--- src/sv/cpd_pkg.sv ---
package cpd_pkg;

   localparam int POS_W      = 32;
   localparam int IDX_W      = 6;
   localparam int COUNT_W    = 7;
   localparam int PAIRS_W    = 11;
   localparam int THR_W      = 31;
   localparam int CSR_DATA_W = 32;
   localparam int CSR_ADDR_W = 3;

   localparam logic [THR_W-1:0]   THRESHOLD_RESET = 31'd1677722;
   localparam logic [PAIRS_W-1:0] PAIRS_MAX       = 11'h7FF;

   // Register index as decoded from the word address.
   localparam logic REG_THRESHOLD = 1'b0;

   typedef enum logic [1:0] {
      ST_IDLE,
      ST_COMPARE,
      ST_SCAN,
      ST_TOTAL
   } cpd_state_type;

   typedef struct packed {
      logic signed [POS_W-1:0] x;
      logic signed [POS_W-1:0] y;
      logic signed [POS_W-1:0] z;
   } cpd_pos_type;

   // One slot of the hit lane that runs down the cell chain.
   typedef struct packed {
      logic        hit;
      cpd_pos_type pos;
   } cpd_lane_type;

   typedef struct packed {
      logic compare;
      logic shift;
   } cpd_cell_ctl_type;

   typedef struct packed {
      logic [IDX_W-1:0]   earlier_index;
      cpd_pos_type        earlier;
      logic [IDX_W-1:0]   later_index;
      cpd_pos_type        later;
      logic               is_total;
      logic [PAIRS_W-1:0] pair_total;
      logic               overflow;
      logic               last_result;
   } cpd_result_type;

   // Strict per-axis test |a - b| < thr on sign-extended coordinates.
   function automatic logic axis_close(input logic [POS_W-1:0] a,
                                       input logic [POS_W-1:0] b,
                                       input logic [THR_W-1:0] thr);
      logic signed [POS_W:0] diff;
      logic signed [POS_W:0] lim;
      diff = {a[POS_W-1], a} - {b[POS_W-1], b};
      lim  = {2'b00, thr};
      return (diff < lim) && (diff > -lim);
   endfunction

endpackage

--- src/sv/cpd_cell.sv ---
module cpd_cell
   import cpd_pkg::*;
#(
   parameter int CELL_INDEX = 0
) (
   input  logic                 clock,
   input  logic                 reset,
   input  cpd_cell_ctl_type     ctl,
   input  cpd_pos_type          new_pos,
   input  logic [THR_W-1:0]     threshold,
   input  logic [COUNT_W-1:0]   stored_count,
   input  cpd_lane_type         lane_up,
   output cpd_lane_type         lane_out
);

   localparam logic [COUNT_W-1:0] MY_INDEX = COUNT_W'(CELL_INDEX);

   cpd_pos_type pos_ff;
   logic        hit_ff;
   cpd_pos_type lane_pos_ff;
   logic        occupied;
   logic        close;

   // The cell holds a particle only below the fill level of the current set.
   assign occupied = stored_count > MY_INDEX;
   assign close = occupied &&
                  axis_close(pos_ff.x, new_pos.x, threshold) &&
                  axis_close(pos_ff.y, new_pos.y, threshold) &&
                  axis_close(pos_ff.z, new_pos.z, threshold);

   always_ff @(posedge clock) begin
      if (ctl.compare && (stored_count == MY_INDEX)) begin
         pos_ff <= new_pos;
      end
   end

   always_ff @(posedge clock) begin
      if (reset) begin
         hit_ff <= 1'b0;
      end else if (ctl.compare) begin
         hit_ff <= close;
      end else if (ctl.shift) begin
         hit_ff <= lane_up.hit;
      end
   end

   always_ff @(posedge clock) begin
      if (ctl.compare) begin
         lane_pos_ff <= pos_ff;
      end else if (ctl.shift) begin
         lane_pos_ff <= lane_up.pos;
      end
   end

   assign lane_out.hit = hit_ff;
   assign lane_out.pos = lane_pos_ff;

endmodule

--- config.mk ---
export PLATFORM = sky130hd
export DESIGN_NAME = cpd_cell
export DESIGN_NICKNAME = d
export VERILOG_FILES = /design/src/sv/cpd_pkg.sv /design/src/sv/cpd_cell.sv
export SDC_FILE = /design/constraint.sdc
export NUM_CORES = 1
export LEC_CHECK = 0
export ABC_AREA = 1
export BUFFER_PORTS_ARGS = -buffer_cell sky130_fd_sc_hd__buf_2
export CORE_MARGIN = 4
export CORE_UTILIZATION = 30
export DETAILED_ROUTE_END_ITERATION = 12
export GPL_TIMING_DRIVEN = 0
export PLACE_DENSITY_LB_ADDON = 0.3
export SETUP_SLACK_MARGIN = 0.05
export SYNTH_ARGS = -nofsm -noshare
export SYNTH_HDL_FRONTEND = slang
export SYNTH_SLANG_ARGS = --single-unit
--- constraint.sdc ---
create_clock -name clock -period 11.04 [get_ports clock]
set_input_delay 3.312 -clock clock [delete_from_list [all_inputs] [get_ports clock]]
set_output_delay 3.312 -clock clock [all_outputs]
set_load 0.01 [all_outputs]
==> results.md <==
- Synth cell types: 47
- Initial antenna violation count: 14
- Setup repair bufs after CTS: 0
- DRT iter0 DRCs: 1099
- Largest family of logic cells by synthesized area: simple AND/OR/NAND/NOR gates
- TritonCTS clock tree: yes
- Area delta synth->final: 18.8%
- Gr ovfl total: 0
- Slew Limit Fails: 0
- Most frequent cells in the layout: 778 x nand2_1, 331 x buf_2, 309 x inv_1
- Core area: 59000 µm²
- Mux share of post-synthesis cell area: 0%
- Clk_lat worst skew: 500 ps
- Total chip power: 2.18 mW
- Final Hold Viols: 0
- Synthesis Warnings: 0
- Final HPWL DP: 50.7 mm
- Post-Synth XOR/XNOR Area: 5.39%
- Routed Antenna Nets: 0
- Leak: 11.0 nW
- Wire length per cell: 17.3 µm
- Flops & latches, synth: 193
- Power per cell area: 103 nW/µm²
- Crit share post-route: 64.7%
- Dpl ws: 3580 ps
- Total GRT Usage: 18.6%
- H-tree levels: 4
- Async SR Flop Fraction: 0%
- Top sig layer: met5
- WP data required: 11470 ps
- Adder-cell share of the synthesized area: 20.4%
- TritonCTS buffer count: 17
- Via count: 16500
- Die W: 252 µm
- Number of buffers added on ports: 331
- RSZ-0062 raised after global routing: no
- Hold Crit Depth: 2
- Hold Crit Class: reg -> reg
- Largest net degree at the start of global routing: 51
- Drt drc: 0
- Worst path max stage delay: 570 ps
- Die area: 63500 µm²
- Max VDD drop: 0.129 mV
- Post-synthesis compound-gate area fraction: 9.11%
- Pre-antenna DRT Iters: 7
- Met2 routed wirelength: 28.2 mm
- CP Depth: 28
- Commonest non-fill, non-tap cell in the layout: nand2_1
- Final worst setup slack: 3890 ps
- Slew HR: 18.4%
- Fill cells: 6443
- CP dominant cell by count: nand2_1
- Simple-Gate Fraction of Synth Area: 25.7%
- Register-to-Register Path Depth: 25
- Final #Nets: 3206
- Critical Path Fanout Max: 5
- Vias per cell: 4.74
- Met1 WL: 26.9 mm
- Max_cap viols: 0
- Final GP Congestion: 0.935
- Max clock buf depth: 2
- CP startpoint kind: primary input
- Final setup violating endpoints: 0
- Post-CTS Hold Buffers: 0
- DR WL met3: 3.17 mm
- Io pins: 332
- Post-Synthesis Cells: 2328
- Top FF cell, synth: edfxtp_1
- Status: completed
- Tmin final: 7150 ps
- Layout cells sized above 1: 14.8%
- Top delay family on crit path: simple AND/OR/NAND/NOR gates
- Setup_tns: 0 ps
- CTS sink count: 193
- CP Class: in -> reg
- WHS: 528 ps
- Register area share after synthesis: 32.4%
- Post_cts resized: 0
- Worst path buffer plus inverter count: 3
- Storage cell area: 5790 µm²
- Worst-Margin Slew: 1220 ps
- Multi-input gate area: 10800 µm²
- Worst-path clk slew: 70 ps
- Root Driver: clkbuf_16
- FP Rows: 89
- Vias in the first global route: 15800
- Mapped Area: 17900 µm²
- Synthesized area per cell: 7.67 µm²
- Die Height: 252 µm
- Worst Skew: 10.7 ps
- Synthesized net count: 2852
- Slowest-stage cell, CP: xor2_1
- First-pass GRT wire length: 90.6 mm
- Post-synth EDFFs: 192
- CP Capture Type: register
- Worst EP arrival: 7580 ps
- Maximum clock frequency: 140 MHz
- Starting density of the core: 30.3%
- Final WL: 59.9 mm
[where the power goes]
group | switching (mW) | total [mW] | internal, mW
combinational | 0.406 | 0.645 | 0.239
sequential | 0.00720 | 0.846 | 0.839
clock | 0.313 | 0.691 | 0.379
[cell type report]
class / count / share of cell area, %
Timing Repair Buffer: 335 / 8.22
Multi-Input combinational cell: 1800 / 51.0
Clock inverter: 14 / 0.867
Inverter: 313 / 5.54
Antenna cell: 6 / 0.0708
Tap cell: 773 / 4.56
Sequential cell: 193 / 27.3
Clock buffer: 18 / 2.02
Buffer: 22 / 0.413
[path summary, 6_finish.rpt]
path	startpoint	end	slack, ps
max	threshold[1]	hit_ff$_SDFFE_PP0P_	3890
min reg2reg	hit_ff$_SDFFE_PP0P_	hit_ff$_SDFFE_PP0P_	530
max reg2reg	pos_ff[0]$_DFFE_PP_	hit_ff$_SDFFE_PP0P_	6490
min	hit_ff$_SDFFE_PP0P_	hit_ff$_SDFFE_PP0P_	530
[sequential cells by signal, indices dropped and copies added, names as in the netlist]
signal and count:
lane_out 96, pos_ff 96, hit_ff 1
[stage by stage]
| step | cell area, µm² | util, % | cells |
|---|---|---|---|
| finish | 21200 | 35.9 | 3474 |
| global placement | 20500 | 34.7 | 3432 |
| detailed placement | 20600 | 34.9 | 3436 |
| global route | 21200 | 35.9 | 3474 |
| floorplan | 17900 | - | 2328 |
| CTS | 21200 | 35.9 | 3468 |
[worst register-to-register path: stages, from the launching register on]
cell,delay (ps)
edfxtp_1,320
inv_1,90
ha_1,230
fa_1,430
o21ai_2,330
a21oi_1,180
o21ai_1,340
a21oi_1,160
o21bai_1,240
a21oi_1,110
xor2_1,180
ha_1,310
nand2_1,90
nor2_1,190
nand4_1,130
nor2_1,210
nand3b_1,160
nand3_1,110
nand2_1,50
nand2_1,60
nand2_1,50
inv_1,50
nand2_1,40
nor2_1,250
nor2_1,80
nor2_1,90
[kinds of logic after synthesis]
logic type / Yosys count
buf+inv: 335
simple gates: 1108
xor+xnor: 110
compound gates: 293
flops: 193
fa+ha+maj: 289
[layer usage]
layer	track usage (%)	vias up
li1	-	8447
met1	24.1	7492
met2	31.5	413
met3	3.73	87
met4	5.67	14
met5	0	-
[cells in the mapped netlist (all sizes together) (4+ instances only)]
library cell	count	area [µm²]
nand2	784	2960
inv	313	1170
ha	286	3580
edfxtp	192	5770
a21oi	177	890
nor2	169	679
xor2	76	666
nand3	71	385
o21ai	57	297
xnor2	34	298
nand4	33	234
nor3	23	138
a21o	20	150
clkbuf	16	60.1
nor4	14	93.8
o21bai	9	67.6
a31oi	8	50.1
o21a	8	60.1
buf	6	26.3
a221oi	5	43.8
nor3b	4	30.0
Power figures use the tool's default switching activity.
